File: src/sv/fsre_delay.sv
module fsre_delay #(
    parameter int W     = 8,
    parameter int DEPTH = 1
) (
    input  logic         i_clk,
    input  logic         i_rst_n,
    input  logic [W-1:0] i_d,
    output logic [W-1:0] o_q
);

    logic [W-1:0] r_tap [DEPTH];

    always_ff @(posedge i_clk) begin
        if (!i_rst_n) begin
            for (int k = 0; k < DEPTH; k++) begin
                r_tap[k] <= '0;
            end
        end else begin
            r_tap[0] <= i_d;
            for (int k = 1; k < DEPTH; k++) begin
                r_tap[k] <= r_tap[k-1];
            end
        end
    end

    assign o_q = r_tap[DEPTH-1];

endmodule

File: config.mk
export PLATFORM = sky130hd
export DESIGN_NAME = fsre_delay
export DESIGN_NICKNAME = d
export VERILOG_FILES = /design/src/sv/fsre_delay.sv
export SDC_FILE = /design/constraint.sdc
export NUM_CORES = 1
export LEC_CHECK = 0
export BUFFER_PORTS_ARGS = -buffer_cell sky130_fd_sc_hd__buf_2
export CORE_AREA = 5 5 42 44
export DETAILED_ROUTE_END_ITERATION = 16
export DIE_AREA = 0 0 47 49
export HOLD_SLACK_MARGIN = 0.05
export PLACE_DENSITY = 0.51
export SLEW_MARGIN = 20
export SYNTH_ARGS = -nofsm -noshare
export SYNTH_HDL_FRONTEND = slang
export SYNTH_SLANG_ARGS = --single-unit
File: constraint.sdc
create_clock -name i_clk -period 0.8 [get_ports i_clk]
set_input_delay 0.12 -clock i_clk [delete_from_list [all_inputs] [get_ports i_clk]]
set_output_delay 0.12 -clock i_clk [all_outputs]
set_load 0.02 [all_outputs]
==> out/summary.txt <==
ranking of synthesized cells by area: dfxtp_1 (76%), and2_1 (24%)
Final ANT Viol Nets: 0
WP data arrival: 0.69 ns
Netlist cell types: 2
PwrDens: 2130 nW/µm²
Synth top area share: 76.2%
commonest non-fill, non-tap cells in the layout: buf_2 (9), and2_1 (8), buf_6 (8), dfxtp_2 (8), clkbuf_4 (3)
failing checks: negative setup slack
Port Buffers: 17
IO Pins: 18
Post-CTS Setup Bufs: 0
Crit path depth: 1
clock tree root driver cell: clkbuf_4
synthesized net count: 26
Tot GR Track Use: 5.79%
commonest non-fill, non-tap cell in the layout: buf_2
crit-path max cell delay: 0.32 ns
Nets: 48
area grow syn2layout: 89.3%
largest registers: r_tap (8)
Synth Area per Inst: 13.1 µm²
non-filler cells, final: 52
Die Span X: 47 µm
crit path kind: reg -> out
Die Area: 2300 µm²
vias in the first global route: 202
dpl cells: 49
Mapped Cells: 16
vias: 160
worst vdd ir: 1.03 mV
largest fanout on the critical path: 1
WP buf/inv: 1
CP Capture Type: output pin
Worst Path Required: 0.68 ns
worst slew pin tran: 0.0842 ns
setup tns final: -0.0122 ns
PnR worst setup slack: -0.00518 ns
CTS tree: done
Max Cap Violations: 0
Worst Hold Path Cells: 2
layout cells sized above 1: 77.8%
Routed WL per cell: 10.4 µm
post-cts sizing count: 24
initial drt markers: 1
row count: 14
critical-path cell list: buf_6
status: complete, but fails checks
CP delay by family, top: flip-flops
CTS H-tree lvls: 1
RSZ-0062 raised after global routing: yes
most area-hungry cell type in the Yosys netlist: dfxtp_1
max reg flops: 8
final setup vio count: 4
via/cell ratio: 3.08
clk sinks: 8
Fin. Hold Viols: 0
Routed WL: 542 µm
fill count: 159
fmax: 1240 MHz
first-pass GRT wire length: 841 µm
global route overflow: 0
post-synthesis sequential area ratio: 76.2%
Slew Limit Headroom: 94.4%
Hold WC Path Type: in -> reg
Initial Util: 15.0%
antenna cell count: 0
Post-Place Setup Slack: 0.227 ns
TritonRoute pass-1 iters: 2
Max Slew Vio Count: 0
worst-case clock buffer depth: 2
antenna violations before repair: 0
largest net degree at the start of global routing: 9
leakage: 0.188 nW
critical path's slowest cell: dfxtp_2
Seq cells post-synth: 8
Mapped Area: 210 µm²
# DRC: 0
Reg clk slew, reported paths: 0.05 ns
Yosys warning count: 0
Final min period: 0.805 ns
Die Y: 49 µm
TritonCTS Buffers: 3
Most flops, register: r_tap
core footprint: 1400 µm²
fin crit share: 101%
hold_buf cts: 0
Setup crit start kind: flop
RePlAce Congestion: 0.619
-- Yosys cell counts --
master / n
and2_1: 8
dfxtp_1: 8
-- through the flow --
step | area, µm² | power, mW | hold WS, ns | util, %
after floorplan | 210 | 0.475 | 0.242 | -
after global placement | 315 | 0.521 | 0.336 | 22.5
after detailed placement | 315 | 0.522 | 0.332 | 22.5
after CTS | 398 | 0.858 | 0.0712 | 28.4
after global routing | 398 | 0.897 | 0.0641 | 28.4
final | 398 | 0.847 | 0.0784 | 28.4
-- cell families (layout without fill, tap and decap cells) --
group	count (synthesis)	count (layout)	synth area share [%]
flip-flops	8	8	76.2
buffers and inverters	0	20	0
AND/OR/NAND/NOR	8	8	23.8
-- worst paths after layout --
| kind | startpoint | end | slack [ns] |
|---|---|---|---|
| worst max-delay path | r_tap[0][6] | o_q[6] | -0.005 |
| worst min-delay path | i_d[5] | r_tap[0][5] | 0.08 |
-- per-layer routing --
layer	vias to the layer above	share of wire [%]	GRT usage, %
li1	88	-	-
met3	0	20	6.64
met5	-	0	0
met2	20	26	4.98
met4	0	0	1.38
met1	52	54	8.63
-- power by group --
group	leakage (nW)	switching, mW	internal (mW)
sequential	0.0688	0.00991	0.425
combinational	0.106	0.0479	0.0638
clock	0.0138	0.129	0.171
-- area by class of cell --
class	instances	area [µm²]	area share [%]
Sequential cell	8	170	42.8
Timing Repair Buffer	17	135	34.0
Multi-Input combinational cell	8	50.0	12.6
Clock buffer	3	22.5	5.66
Tap cell	16	20.0	5.03
(Power assumes the default switching activity.)
