$ cat src/sv/fsre_pkg.sv
package fsre_pkg;

    localparam int CORDIC_STEPS_DEF = 16;
    localparam int ATAN_ENTRIES     = 24;
    localparam logic [7:0] FACTOR_RST = 8'd100;
    localparam logic signed [32:0] GAIN_Q30 = 33'sd652032874;
    localparam logic [31:0] GOLDEN_HALF = 32'h4F1B_BCDD;
    localparam logic [31:0] TURN_HALF   = 32'h8000_0000;
    localparam int DIV_BITS   = 30;
    localparam int DIV_PER    = 3;
    localparam int DIV_STAGES = DIV_BITS / DIV_PER;
    localparam int SQRT_STEPS = 31;

    typedef struct packed {
        logic              valid;
        logic              bad;
        logic [9:0]        count;
        logic signed [15:0] ox;
        logic signed [15:0] oy;
        logic signed [15:0] oz;
        logic [15:0]       radius;
    } t_side;

    function automatic logic [31:0] atan_turn(input logic [4:0] i);
        logic [31:0] v;
        case (i)
            5'd0:  v = 32'h2000_0000;
            5'd1:  v = 32'h12E4_051E;
            5'd2:  v = 32'h09FB_385B;
            5'd3:  v = 32'h0511_11D4;
            5'd4:  v = 32'h028B_0D43;
            5'd5:  v = 32'h0145_D7E1;
            5'd6:  v = 32'h00A2_F61E;
            5'd7:  v = 32'h0051_7C55;
            5'd8:  v = 32'h0028_BE53;
            5'd9:  v = 32'h0014_5F2F;
            5'd10: v = 32'h000A_2F98;
            5'd11: v = 32'h0005_17CC;
            5'd12: v = 32'h0002_8BE6;
            5'd13: v = 32'h0001_45F3;
            5'd14: v = 32'h0000_A2FA;
            5'd15: v = 32'h0000_517D;
            5'd16: v = 32'h0000_28BE;
            5'd17: v = 32'h0000_145F;
            5'd18: v = 32'h0000_0A30;
            5'd19: v = 32'h0000_0518;
            5'd20: v = 32'h0000_028C;
            5'd21: v = 32'h0000_0146;
            5'd22: v = 32'h0000_00A3;
            5'd23: v = 32'h0000_0051;
            default: v = 32'h0;
        endcase
        return v;
    endfunction

endpackage

$ cat src/sv/fsre_div.sv
module fsre_div (
    input  logic               i_clk,
    input  logic [10:0]        i_rem0,
    input  logic [9:0]         i_cnt,
    input  logic               i_neg,
    output logic signed [30:0] o_z,
    output logic [29:0]        o_mag
);

    localparam int NS = fsre_pkg::DIV_STAGES;
    localparam int NB = fsre_pkg::DIV_BITS;
    localparam int NP = fsre_pkg::DIV_PER;

    logic [10:0] r_rem [NS];
    logic [29:0] r_q   [NS];
    logic [9:0]  r_cnt [NS];
    logic        r_neg [NS];
    logic signed [30:0] r_z;
    logic [29:0]        r_mag;

    for (genvar s = 0; s < NS; s++) begin : g_stg
        logic [10:0] c_rem;
        logic [29:0] c_q;
        logic [9:0]  c_cnt;
        logic        c_neg;
        logic [10:0] n_rem;
        logic [29:0] n_q;

        if (s == 0) begin : g_first
            assign c_rem = i_rem0;
            assign c_q   = '0;
            assign c_cnt = i_cnt;
            assign c_neg = i_neg;
        end else begin : g_next
            assign c_rem = r_rem[s-1];
            assign c_q   = r_q[s-1];
            assign c_cnt = r_cnt[s-1];
            assign c_neg = r_neg[s-1];
        end

        always_comb begin
            logic [11:0] t;
            logic [29:0] dl;
            logic [10:0] d;
            n_rem = c_rem;
            n_q   = c_q;
            dl    = 30'(c_cnt);
            d     = {c_cnt, 1'b0};
            for (int b = 0; b < NP; b++) begin
                t = {n_rem, dl[5'(NB - 1 - s * NP - b)]};
                if (t >= {1'b0, d}) begin
                    n_rem = 11'(t - {1'b0, d});
                    n_q   = {n_q[28:0], 1'b1};
                end else begin
                    n_rem = t[10:0];
                    n_q   = {n_q[28:0], 1'b0};
                end
            end
        end

        always_ff @(posedge i_clk) begin
            r_rem[s] <= n_rem;
            r_q[s]   <= n_q;
            r_cnt[s] <= c_cnt;
            r_neg[s] <= c_neg;
        end
    end

    // sign applied after the magnitude division
    always_ff @(posedge i_clk) begin
        r_mag <= r_q[NS-1];
        if (r_neg[NS-1]) begin
            r_z <= -$signed({1'b0, r_q[NS-1]});
        end else begin
            r_z <= $signed({1'b0, r_q[NS-1]});
        end
    end

    assign o_z   = r_z;
    assign o_mag = r_mag;

endmodule

$ cat config.mk
export PLATFORM = sky130hd
export DESIGN_NAME = fsre_div
export DESIGN_NICKNAME = d
export VERILOG_FILES = /design/src/sv/fsre_pkg.sv /design/src/sv/fsre_div.sv
export SDC_FILE = /design/constraint.sdc
export NUM_CORES = 1
export LEC_CHECK = 0
export BUFFER_PORTS_ARGS = -buffer_cell sky130_fd_sc_hd__buf_2
export CAP_MARGIN = 15
export CORE_MARGIN = 4
export CORE_UTILIZATION = 55
export CTS_CLUSTER_DIAMETER = 80
export DETAILED_ROUTE_END_ITERATION = 6
export GPL_ROUTABILITY_DRIVEN = 0
export PLACE_DENSITY_LB_ADDON = 0.25
export SLEW_MARGIN = 40
export SYNTH_ARGS = -nofsm -noshare
export SYNTH_HDL_FRONTEND = slang
export SYNTH_SLANG_ARGS = --single-unit
$ cat constraint.sdc
create_clock -name i_clk -period 15.3 [get_ports i_clk]
set_clock_uncertainty 0.15 [all_clocks]
set_input_delay 2.295 -clock i_clk [delete_from_list [all_inputs] [get_ports i_clk]]
set_output_delay 2.295 -clock i_clk [all_outputs]
set_load 0.01 [all_outputs]
==> impl_metrics.toml, run 1 <==
[timing]
rsz0062_at_grt = "no"
maxClockFrequency_mhz = 130
whs_ns = 0.173
finalHoldViolations = 0
slew_headroom = 0.463
worst_slew_pin_slew_ns = 0.795
fin_tns_setup_ns = 0
setup_violations = 0
final_min_period_over_clock_period = 0.501
final_period_minus_worst_setup_slack_ns = 7.66
drv_slew = 0

[synthesis]
async_reset_ff_frac = 0
synth_area_mm2 = 0.0115
post_synth_inst_count = 1185
syn_area_per_cell_um2 = 9.69
synth-edff-count = 0
ys_warn_count = 0
yosys.cell_types.count = 75
synth_flop_cell = "sky130_fd_sc_hd__dfxtp_1"
synth-seq-area-share = 0.363
postSynthRegisterBits = 208

[clock_network]
post_cts.repair.setup_buffers = 0
clock_tree.root_cell = "sky130_fd_sc_hd__clkbuf_16"
clkSlewWorstSetupHoldPaths_ns = 0.06
tritoncts.num_buffers = 22
cts-hold-fix-buffers = 0
max-clock-path-buffers = 3
clock_tree.htree_level_count = 1
clock_sinks = 208
cts_repair_resizes = 0
clk-insertion-delay-late_ns = 0.49
tritoncts = "done"

[min_path]
worst_hold_path_type = "reg -> reg"
hold-path-endpoint = "r_neg[3]$_DFF_P_"
hold_path_startpoint = "r_neg[2]$_DFF_P_"
timing.hold.worst_path_depth = 0

[route]
vias = 8394
drt_iter0_drc = 492
drt-wirelength-per-cell_um = 15.3
routed_via_density = 5.51
remaining_drc_errors = 0
drt-pass1-iter-count = 5
detail_route.wirelength_mm = 23.3
antenna_violation_net_count_after_detailed_routing = 0

[final_layout]
area_delta_synth_final_pct = 9.79
antenna_cells = 0
fin_nets = 1399
post_route_cells_drive_above_1_share = 0.141
final_common_cell = "sky130_fd_sc_hd__dfxtp_1"
leading_cell_types_in_the_layout_fill_and_taps_excluded = "sky130_fd_sc_hd__dfxtp_1 (208), sky130_fd_sc_hd__ha_1 (128), sky130_fd_sc_hd__inv_1 (93)"
filler_cell_count = 1678

[global_route]
global_route_wire_length_before_repair_mm = 38.5
antenna_found_initial = 0
grt_start_max_net_pins = 18
grt_pass1_vias = 8169
gr-total-overflow = 0
gr-usage-all-layers = 0.193

[placement]
place.detailed.hpwl_mm = 18.0
port_buffer_count = 52

[run]
cap_viol_max_count = 0

[setup_path]
critical_path_class = "reg -> reg"
cpLargestDelayFamily = "compound AO/OA/AOI/OAI gates"
worst_ep_required_time_ns = 15.52
regToRegEndpoint = "r_rem[8][9]$_DFF_P_"
worst-r2r-setup-slack_ns = 7.64
critPathLaunchType = "flop"
worst_ep_arrival_time_ns = 7.88
critPathMaxFanout = 13
worst-r2r-cell-count = 26
worst_r2r_startpoint = "r_cnt[7][7]$_DFF_P_"
critical-path-slowest-cell = "sky130_fd_sc_hd__nand4bb_1"
critical_path.endpoint_type = "flop"
timing.critical_path.slowest_cell_delay_ns = 0.53
critPathBufInv = 5

[floorplanning]
fp.coreArea_mm2 = 0.0204
boundaryPins = 84
die_h_um = 152
fp.dieW_um = 152
rows = 52
die_area_mm2 = 0.0232
initial_utilization = 0.564

[outcome]
run_status = "completed"

[power]
worst_ir_drop_vdd_mv = 0.130
p_leak_uw = 0.00601
p_per_area_mw_per_mm2 = 228
-- how the worst max path moves through the flow --
stage	startpoint	end	slack, ns	cells after the start
floorplan	r_cnt[7][4]$_DFF_P_	r_rem[8][10]$_DFF_P_	8.80	26
global placement	r_cnt[7][7]$_DFF_P_	r_rem[8][9]$_DFF_P_	7.79	26
detailed placement	r_cnt[7][7]$_DFF_P_	r_rem[8][9]$_DFF_P_	7.71	26
CTS	r_cnt[7][7]$_DFF_P_	r_rem[8][9]$_DFF_P_	7.68	26
global route	r_cnt[7][7]$_DFF_P_	r_rem[8][9]$_DFF_P_	7.19	26
finish	r_cnt[7][7]$_DFF_P_	r_rem[8][9]$_DFF_P_	7.64	26
-- cells in the mapped netlist, types with 31 or more instances --
cell type / n / share of area
sky130_fd_sc_hd__xnor2_1: 61 / 0.047
sky130_fd_sc_hd__nor2_1: 62 / 0.020
sky130_fd_sc_hd__dfxtp_1: 208 / 0.36
sky130_fd_sc_hd__xor2_1: 31 / 0.024
sky130_fd_sc_hd__a21oi_1: 62 / 0.027
sky130_fd_sc_hd__buf_4: 34 / 0.022
sky130_fd_sc_hd__o21ai_0: 47 / 0.020
sky130_fd_sc_hd__a21o_1: 37 / 0.024
sky130_fd_sc_hd__mux2_2: 59 / 0.058
sky130_fd_sc_hd__ha_1: 128 / 0.14
sky130_fd_sc_hd__inv_1: 93 / 0.030
sky130_fd_sc_hd__nand2_1: 47 / 0.015
-- power breakdown --
| group | leakage (uW) | total [uW] | internal [uW] | switching, uW |
|---|---|---|---|---|
| registers | 0.00173 | 683 | 637 | 45.2 |
| clock network | 0.000354 | 512 | 303 | 208 |
| logic | 0.00393 | 1680 | 799 | 881 |
| total | 0.00601 | 2880 | 1740 | 1130 |
-- state kept, by name, summed over array words and instances (netlist names) --
signal	count
o_z	15
o_mag	13
r_q	40
r_cnt	87
r_rem	43
r_neg	10
-- cell families (layout without fill, tap and decap cells) --
kind of cell / Yosys count / count (layout) / share of synthesized area
AO/OA/AOI/OAI: 254 / 254 / 0.152
other: 1 / 20 / 0.000327
XOR/XNOR: 92 / 92 / 0.0702
AND/OR/NAND/NOR: 270 / 270 / 0.123
adder cells (fa/ha/maj): 137 / 137 / 0.155
multiplexers: 83 / 83 / 0.0791
buffers and inverters: 140 / 190 / 0.0572
flip-flops: 208 / 208 / 0.363
-- through the flow --
step	util	instance area [um^2]	setup slack [ns]	power (uW)	std cells
6_report	0.619	12600	7.64	2880	1524
3_5_place_dp	0.583	11900	7.71	2350	1485
3_3_place_gp	0.583	11900	7.79	2320	1485
2_1_floorplan	-	11500	8.80	2040	1204
4_1_cts	0.619	12600	7.68	2880	1524
5_1_grt	0.619	12600	7.19	3110	1524
-- final cells by class --
type | instances | area, um^2 | share of cell area
Tap cell | 270 | 338 | 0.0268
Clock inverter | 13 | 118 | 0.00933
Inverter | 95 | 357 | 0.0283
Multi-Input combinational cell | 856 | 6730 | 0.534
Sequential cell | 208 | 4160 | 0.330
Timing Repair Buffer | 56 | 290 | 0.0230
Clock buffer | 26 | 607 | 0.0482
-- routing by layer --
metal / track usage / up-vias / share of wire
met2: 0.338 / 214 / 0.46
met3: 0.0256 / 45 / 0.048
met4: 0.0556 / 0 / 0.026
met1: 0.251 / 3865 / 0.46
li1: - / 4270 / -
met5: 0 / - / 0
No activity file was read; power rests on OpenSTA's default activity.
==> run 2, diff against run 1 <==
==> constraint.sdc (replaced) <==
create_clock -name i_clk -period 6.75 [get_ports i_clk]
set_clock_uncertainty 0.15 [all_clocks]
set_input_delay 1.0125 -clock i_clk [delete_from_list [all_inputs] [get_ports i_clk]]
set_output_delay 1.0125 -clock i_clk [all_outputs]
set_load 0.01 [all_outputs]
==> run 2 against run 1 <==
  * Power is 140% higher
  * Hold slack worse by 0.0028 ns
  * Global-route usage is 0.49 points higher
  * Setup slack worse by 7.3 ns
  * Combinational power is 150% higher
  * Sequential power is 130% higher
  * Critical path depth is 2 lower
  * Utilization is 1.7 points higher
  * Sequential share of layout area is 0.89 points lower
  * Critical path type unchanged
  * Highest routed layer is now met5
==> impl_metrics.toml, run 2 (synthesis results as in run 1) <==
[setup_path]
critical_path.endpoint_type = "flop"
critical-path-slowest-cell = "sky130_fd_sc_hd__mux2_2"
critical_path_class = "reg -> reg"
timing.critical_path.slowest_cell_delay_ns = 0.40
critPathMaxFanout = 10
worst_ep_required_time_ns = 6.98
critPathLaunchType = "flop"
worst_ep_arrival_time_ns = 6.67
crit_path_cell_trace = "inv_1 -> ha_1 -> and2_2 -> or3b_1 -> a211oi_2 -> nor3_4 -> inv_1 -> mux2_2 -> ha_1 -> and4_1 -> a311oi_1 -> a21oi_1 -> a2111oi_4 -> inv_2 -> mux2_2 -> ha_1 -> o21ai_0 -> a21oi_1 -> o22ai_2 -> o2111a_1 -> nand3_1 -> mux2i_2 -> buf_4 -> mux2_2"

[placement]
place.detailed.hpwl_mm = 18.8
post_dp_cell_area_mm2 = 0.0122
port_buffer_count = 52

[global_route]
antenna_found_initial = 1
grt_start_max_net_pins = 16
gr_met1_demand_resource = 0.257
groute.layer.met3.usage = 0.0281
gr-total-overflow = 0
globalRoute.busiestLayer = "met2"
gr-usage-met2 = 0.343
global_route_wire_length_before_repair_mm = 39.6
gr-usage-all-layers = 0.198
grt_pass1_vias = 8336

[floorplanning]
die_h_um = 152
fp.coreArea_mm2 = 0.0204
fp.dieW_um = 152
initial_utilization = 0.564
rows = 52
boundaryPins = 84
die_area_mm2 = 0.0232

[clock_network]
cts-hold-fix-buffers = 0
clock_sinks = 208
clock_tree.htree_level_count = 1
clock_tree.root_cell = "sky130_fd_sc_hd__clkbuf_16"
clk-insertion-delay-late_ns = 0.50
max-clock-path-buffers = 3
tritoncts = "done"
clkSlewWorstSetupHoldPaths_ns = 0.06
tritoncts.num_buffers = 21

[route]
drt-wirelength-per-cell_um = 15.1
routed_via_density = 5.48
vias = 8593
detail_route.wirelength_mm = 23.7
drt-pass1-iter-count = 5
remaining_drc_errors = 0
drt_iter0_drc = 411
antenna_violation_net_count_after_detailed_routing = 0

[final_layout]
fin_nets = 1444
area_delta_synth_final_pct = 12.8
largest-register = "r_cnt"
leading_cell_types_in_the_layout_fill_and_taps_excluded = "sky130_fd_sc_hd__dfxtp_1 (208), sky130_fd_sc_hd__ha_1 (128), sky130_fd_sc_hd__inv_1 (93)"
top_regs = "r_cnt: 87 flops, r_rem: 43 flops, r_q: 40 flops"
fin_area_mm2 = 0.0130
share_of_the_core_filled_with_cells = 0.636
antenna_cells = 0
final_common_cell = "sky130_fd_sc_hd__dfxtp_1"
largest_register_ffs = 87
post_route_cells_drive_above_1_share = 0.175

[timing]
slew_headroom = 0.580
maxClockFrequency_mhz = 155
final_min_period_over_clock_period = 0.954
final_period_minus_worst_setup_slack_ns = 6.44
worst_slew_pin_slew_ns = 0.625
whs_ns = 0.170
setup_violations = 0
finalHoldViolations = 0
drv_slew = 0

[power]
p_per_area_mw_per_mm2 = 526
power.net_switching_uw = 2610
worst_ir_drop_vdd_mv = 0.305
power_frac_seq = 0.227
internal-power_uw = 4200
share_comb_of_total_power = 0.609
p_leak_uw = 0.00623
p_total_uw = 6810
sw_frac_of_total = 0.383
clock_power_share = 0.164

[run]
cap_viol_max_count = 0

[outcome]
run_status = "completed"

[min_path]
worst_hold_path_type = "reg -> reg"
[run 2: cell types whose count changed in the layout (fill, tap and decap cells not counted), sizes merged]
cell	change
clkinvlp	+1
clkinv	-4
inv	+1
clkbuf	-1
buf	+46
[run 2: through the flow]
step                setup TNS, ns  cells  setup WS [ns]
finish                          0   1567          0.310
global route             -0.00793   1567       -0.00511
CTS                             0   1558          0.144
detailed placement              0   1522          0.193
global placement                0   1522          0.274
floorplan                       0   1204          0.251
[run 2: area by class of cell]
class / count / area, um^2
fill: 1674 / 7410
multi-input combinational: 856 / 6760
sequential: 208 / 4160
timing repair buffer: 102 / 648
clock buffer: 25 / 571
inverter: 95 / 357
tap: 270 / 338
clock inverter: 11 / 114
[run 2: what timing repair did]
item,4_1_cts,5_1_grt
setup endpoints to repair,0,27
buffers inserted,0,9
gates resized for setup,0,11
[run 2: layer usage]
layer | wire (um) | part of all wire
met1 | 10900 | 0.46
met2 | 11000 | 0.47
met3 | 1070 | 0.045
met4 | 690 | 0.029
met5 | 13 | 0.00055
[run 2: power by group through the flow]
| stage | registers [uW] | logic [uW] | clock network [uW] |
|---|---|---|---|
| detailed placement | 1570 | 4090 | 0 |
| finish | 1550 | 4150 | 1120 |
| global placement | 1570 | 4000 | 0 |
| global route | 1570 | 4670 | 1190 |
| floorplan | 1570 | 3060 | 0 |
| CTS | 1550 | 4120 | 1140 |
[run 2: worst paths after layout]
path                        from                   to  slack (ns)  cells after the start
max          r_cnt[5][7]$_DFF_P_  r_rem[6][5]$_DFF_P_        0.31                     24
max reg2reg  r_cnt[5][7]$_DFF_P_  r_rem[6][5]$_DFF_P_        0.31                     24
min reg2reg  r_cnt[3][6]$_DFF_P_  r_cnt[4][6]$_DFF_P_        0.17                      0
min          r_cnt[3][6]$_DFF_P_  r_cnt[4][6]$_DFF_P_        0.17                      0
[run 2: critical path: cells and delay by family, from the launching register on]
kind,cells,cell delay [ns]
fa+ha+maj,3,1.07
buf+inv,4,0.64
flops,1,0.37
compound gates,8,1.80
mux,4,1.27
simple gates,5,1.03
==> run 3, diff against run 2 <==
--- a/config.mk
+++ b/config.mk
@@ -5,14 +5,14 @@
 export SDC_FILE = /design/constraint.sdc
 export NUM_CORES = 1
 export LEC_CHECK = 0
+export ABC_AREA = 1
 export BUFFER_PORTS_ARGS = -buffer_cell sky130_fd_sc_hd__buf_2
-export CAP_MARGIN = 15
 export CORE_MARGIN = 4
 export CORE_UTILIZATION = 55
 export CTS_CLUSTER_DIAMETER = 80
 export DETAILED_ROUTE_END_ITERATION = 6
 export GPL_ROUTABILITY_DRIVEN = 0
-export PLACE_DENSITY_LB_ADDON = 0.25
+export PLACE_DENSITY = 0.76
 export SLEW_MARGIN = 40
 export SYNTH_ARGS = -nofsm -noshare
 export SYNTH_HDL_FRONTEND = slang
==> run 3 against run 2 <==
  * Global-route usage rose by 1.1 points
  * Largest cell class unchanged
  * First-iteration DRC count up 39%
  * Non-clock buffer count down 50
  * Routed wire length increased by 11%
  * Setup slack better by 0.77 ns
  * Synthesized cell count grew 36%
==> impl_metrics.toml, run 3 <==
[floorplanning]
die_h_um = 158
initial_utilization = 0.563
boundaryPins = 84
fp.dieW_um = 158
rows = 54
die_area_mm2 = 0.0249
fp.coreArea_mm2 = 0.0220

[setup_path]
worst_ep_required_time_ns = 7.00
critPathLaunchType = "flop"
critPathMaxFanout = 14
critical_path_class = "reg -> reg"
timing.critical_path.from = "r_cnt[5][2]$_DFF_P_"
timing.critical_path.slowest_cell_delay_ns = 0.39
critical_path.most_common_cell = "sky130_fd_sc_hd__nand2_1"
worst_ep_arrival_time_ns = 5.92
critical-path-slowest-cell = "sky130_fd_sc_hd__ha_1"
worst_r2r_startpoint = "r_cnt[5][2]$_DFF_P_"
worst-r2r-setup-slack_ns = 1.08
worst-r2r-cell-count = 30
critical_path.endpoint_type = "flop"
regToRegEndpoint = "r_rem[6][2]$_DFF_P_"

[placement]
port_buffer_count = 52
place.detailed.hpwl_mm = 21.0
post_dp_cell_area_mm2 = 0.0126

[global_route]
gr-usage-all-layers = 0.210
groute.layer.met3.usage = 0.0262
gr-usage-met2 = 0.368
antenna_found_initial = 0
globalRoute.busiestLayer = "met2"
gr_met1_demand_resource = 0.274
grt_pass1_vias = 9481
grt_start_max_net_pins = 21
gr-total-overflow = 0
global_route_wire_length_before_repair_mm = 43.8

[clock_network]
tritoncts = "done"
post_cts.repair.setup_buffers = 0
clock_tree.htree_level_count = 1
clock_tree.root_cell = "sky130_fd_sc_hd__clkbuf_16"
max-clock-path-buffers = 3
clkSlewWorstSetupHoldPaths_ns = 0.06
cts-hold-fix-buffers = 0
tritoncts.num_buffers = 20
cts_repair_resizes = 0
clk-insertion-delay-late_ns = 0.51
clock_sinks = 208

[final_layout]
post_route_cells_drive_above_1_share = 0.0890
final_common_cell = "sky130_fd_sc_hd__nand2_1"
largest-register = "r_cnt"
filler_cell_count = 1911
antenna_cells = 0
leading_cell_types_in_the_layout_fill_and_taps_excluded = "sky130_fd_sc_hd__nand2_1 (402), sky130_fd_sc_hd__inv_1 (213), sky130_fd_sc_hd__dfxtp_1 (208)"
largest_register_ffs = 87
fin_area_mm2 = 0.0133
area_delta_synth_final_pct = 7.50
top_regs = "r_cnt: 87 flops, r_rem: 43 flops, r_q: 40 flops"
fin_nets = 1811

[route]
drt-pass1-iter-count = 5
drt_iter0_drc = 571
remaining_drc_errors = 0
drt-wirelength-per-cell_um = 13.5
antenna_violation_net_count_after_detailed_routing = 0
vias = 10049
detail_route.wirelength_mm = 26.3
routed_via_density = 5.17

[synthesis]
synth-edff-count = 0
synth_largest_area_cell = "sky130_fd_sc_hd__dfxtp_1"
synth_flop_cell = "sky130_fd_sc_hd__dfxtp_1"
synth_area_leaders = "sky130_fd_sc_hd__dfxtp_1 (34%), sky130_fd_sc_hd__ha_1 (13%), sky130_fd_sc_hd__nand2_1 (12%)"
post-synth-top-count-cell = "sky130_fd_sc_hd__nand2_1"
synth_area_mm2 = 0.0124
synth-seq-area-share = 0.337
synthDominantCellAreaShare = 0.337
yosys-top-cells-count = "sky130_fd_sc_hd__nand2_1 (402), sky130_fd_sc_hd__inv_1 (213), sky130_fd_sc_hd__dfxtp_1 (208)"
yosys.cell_types.count = 51
postSynthRegisterBits = 208
ys_warn_count = 0
post_synth_inst_count = 1607
syn_area_per_cell_um2 = 7.69
async_reset_ff_frac = 0

[power]
internal-power_uw = 3700
power.net_switching_uw = 3210
worst_ir_drop_vdd_mv = 0.419
power_frac_seq = 0.229
p_per_area_mw_per_mm2 = 520
p_leak_uw = 0.00701
share_comb_of_total_power = 0.616
clock_power_share = 0.155
sw_frac_of_total = 0.465

[min_path]
timing.hold.worst_path_depth = 0
worst_hold_path_type = "reg -> reg"
hold-path-endpoint = "r_q[8][6]$_DFF_P_"
hold_path_startpoint = "r_q[7][3]$_DFF_P_"

[timing]
slew_headroom = 0.459
drv_slew = 0
final_min_period_over_clock_period = 0.840
final_period_minus_worst_setup_slack_ns = 5.67
worst_slew_pin_slew_ns = 0.805
fin_tns_setup_ns = 0
maxClockFrequency_mhz = 176
rsz0062_at_grt = "no"
finalHoldViolations = 0
setup_violations = 0
whs_ns = 0.171

[run]
cap_viol_max_count = 0

[outcome]
run_status = "completed"
-- run 3: cell count changes in the layout (fill, tap and decap cells not counted), moves of 21 or more --
| cell | delta |
|---|---|
| sky130_fd_sc_hd__nor2_1 | +24 |
| sky130_fd_sc_hd__xnor2_1 | -21 |
| sky130_fd_sc_hd__mux2_2 | -59 |
| sky130_fd_sc_hd__nand2_1 | +355 |
| sky130_fd_sc_hd__a21o_1 | -28 |
| sky130_fd_sc_hd__buf_4 | -49 |
| sky130_fd_sc_hd__inv_1 | +120 |
| sky130_fd_sc_hd__mux2i_1 | -23 |
| sky130_fd_sc_hd__nand3_1 | +88 |
| sky130_fd_sc_hd__a21oi_1 | +37 |
| sky130_fd_sc_hd__xor2_1 | +21 |
| sky130_fd_sc_hd__nor2b_1 | -27 |
-- run 3: cells by family (layout without fill, tap and decap cells) --
| group | after synthesis | after routing | synth area share |
|---|---|---|---|
| and+or+nand+nor | 696 | 696 | 0.258 |
| buffers and inverters | 270 | 307 | 0.0999 |
| other | 1 | 20 | 0.000303 |
| AOI/OAI and AO/OA | 203 | 203 | 0.0958 |
| DFF | 208 | 208 | 0.337 |
| xor gates and xnor gates | 92 | 92 | 0.0652 |
| adders and majority gates | 137 | 137 | 0.144 |
-- run 3: metrics by stage --
stage                     total power (uW)   util  setup slack, ns  std cells
after floorplan                       5130      -             1.97       1626
after global placement                5690  0.576             1.32       1909
after detailed placement              5790  0.576             1.15       1909
after CTS                             6910  0.605             1.13       1943
after global routing                  7590  0.605            0.476       1943
final                                 6910  0.605             1.08       1943
-- run 3: area by class of cell --
cell class	count	area [um^2]	area share
sequential	208	4160	0.313
timing repair buffer	52	260	0.0196
inverter	221	832	0.0626
multi-input combinational	1148	7040	0.529
clock buffer	27	577	0.0434
clock inverter	7	71.3	0.00537
tap	280	350	0.0264
-- run 3: power by group through the flow --
stage                     Sequential (uW)  Combinational [uW]  Clock (uW)
after floorplan                      1590                3530           0
after global placement               1600                4090           0
after detailed placement             1610                4180           0
after CTS                            1590                4230        1090
after global routing                 1610                4830        1150
final                                1580                4260        1070
-- run 3: worst max-delay path by stage --
stage | depth (start not counted) | endpoint
floorplan | 34 | r_rem[6][5]$_DFF_P_
CTS | 31 | r_rem[6][7]$_DFF_P_
global route | 30 | r_rem[6][9]$_DFF_P_
global placement | 31 | r_rem[6][7]$_DFF_P_
detailed placement | 31 | r_rem[6][7]$_DFF_P_
finish | 30 | r_rem[6][2]$_DFF_P_
-- run 3: layer usage --
| metal | routed length [um] | part of all wire |
|---|---|---|
| met1 | 11900 | 0.45 |
| met2 | 12500 | 0.48 |
| met3 | 1330 | 0.051 |
| met4 | 582 | 0.022 |
| met5 | 0 | 0 |
-- run 3: critical path: cells and delay by family, from the launching register on --
| kind | cells | cell delay (ns) |
|---|---|---|
| simple gates | 17 | 2.15 |
| compound gates | 7 | 1.56 |
| fa+ha+maj | 3 | 1.10 |
| flops | 1 | 0.33 |
| buf+inv | 3 | 0.27 |
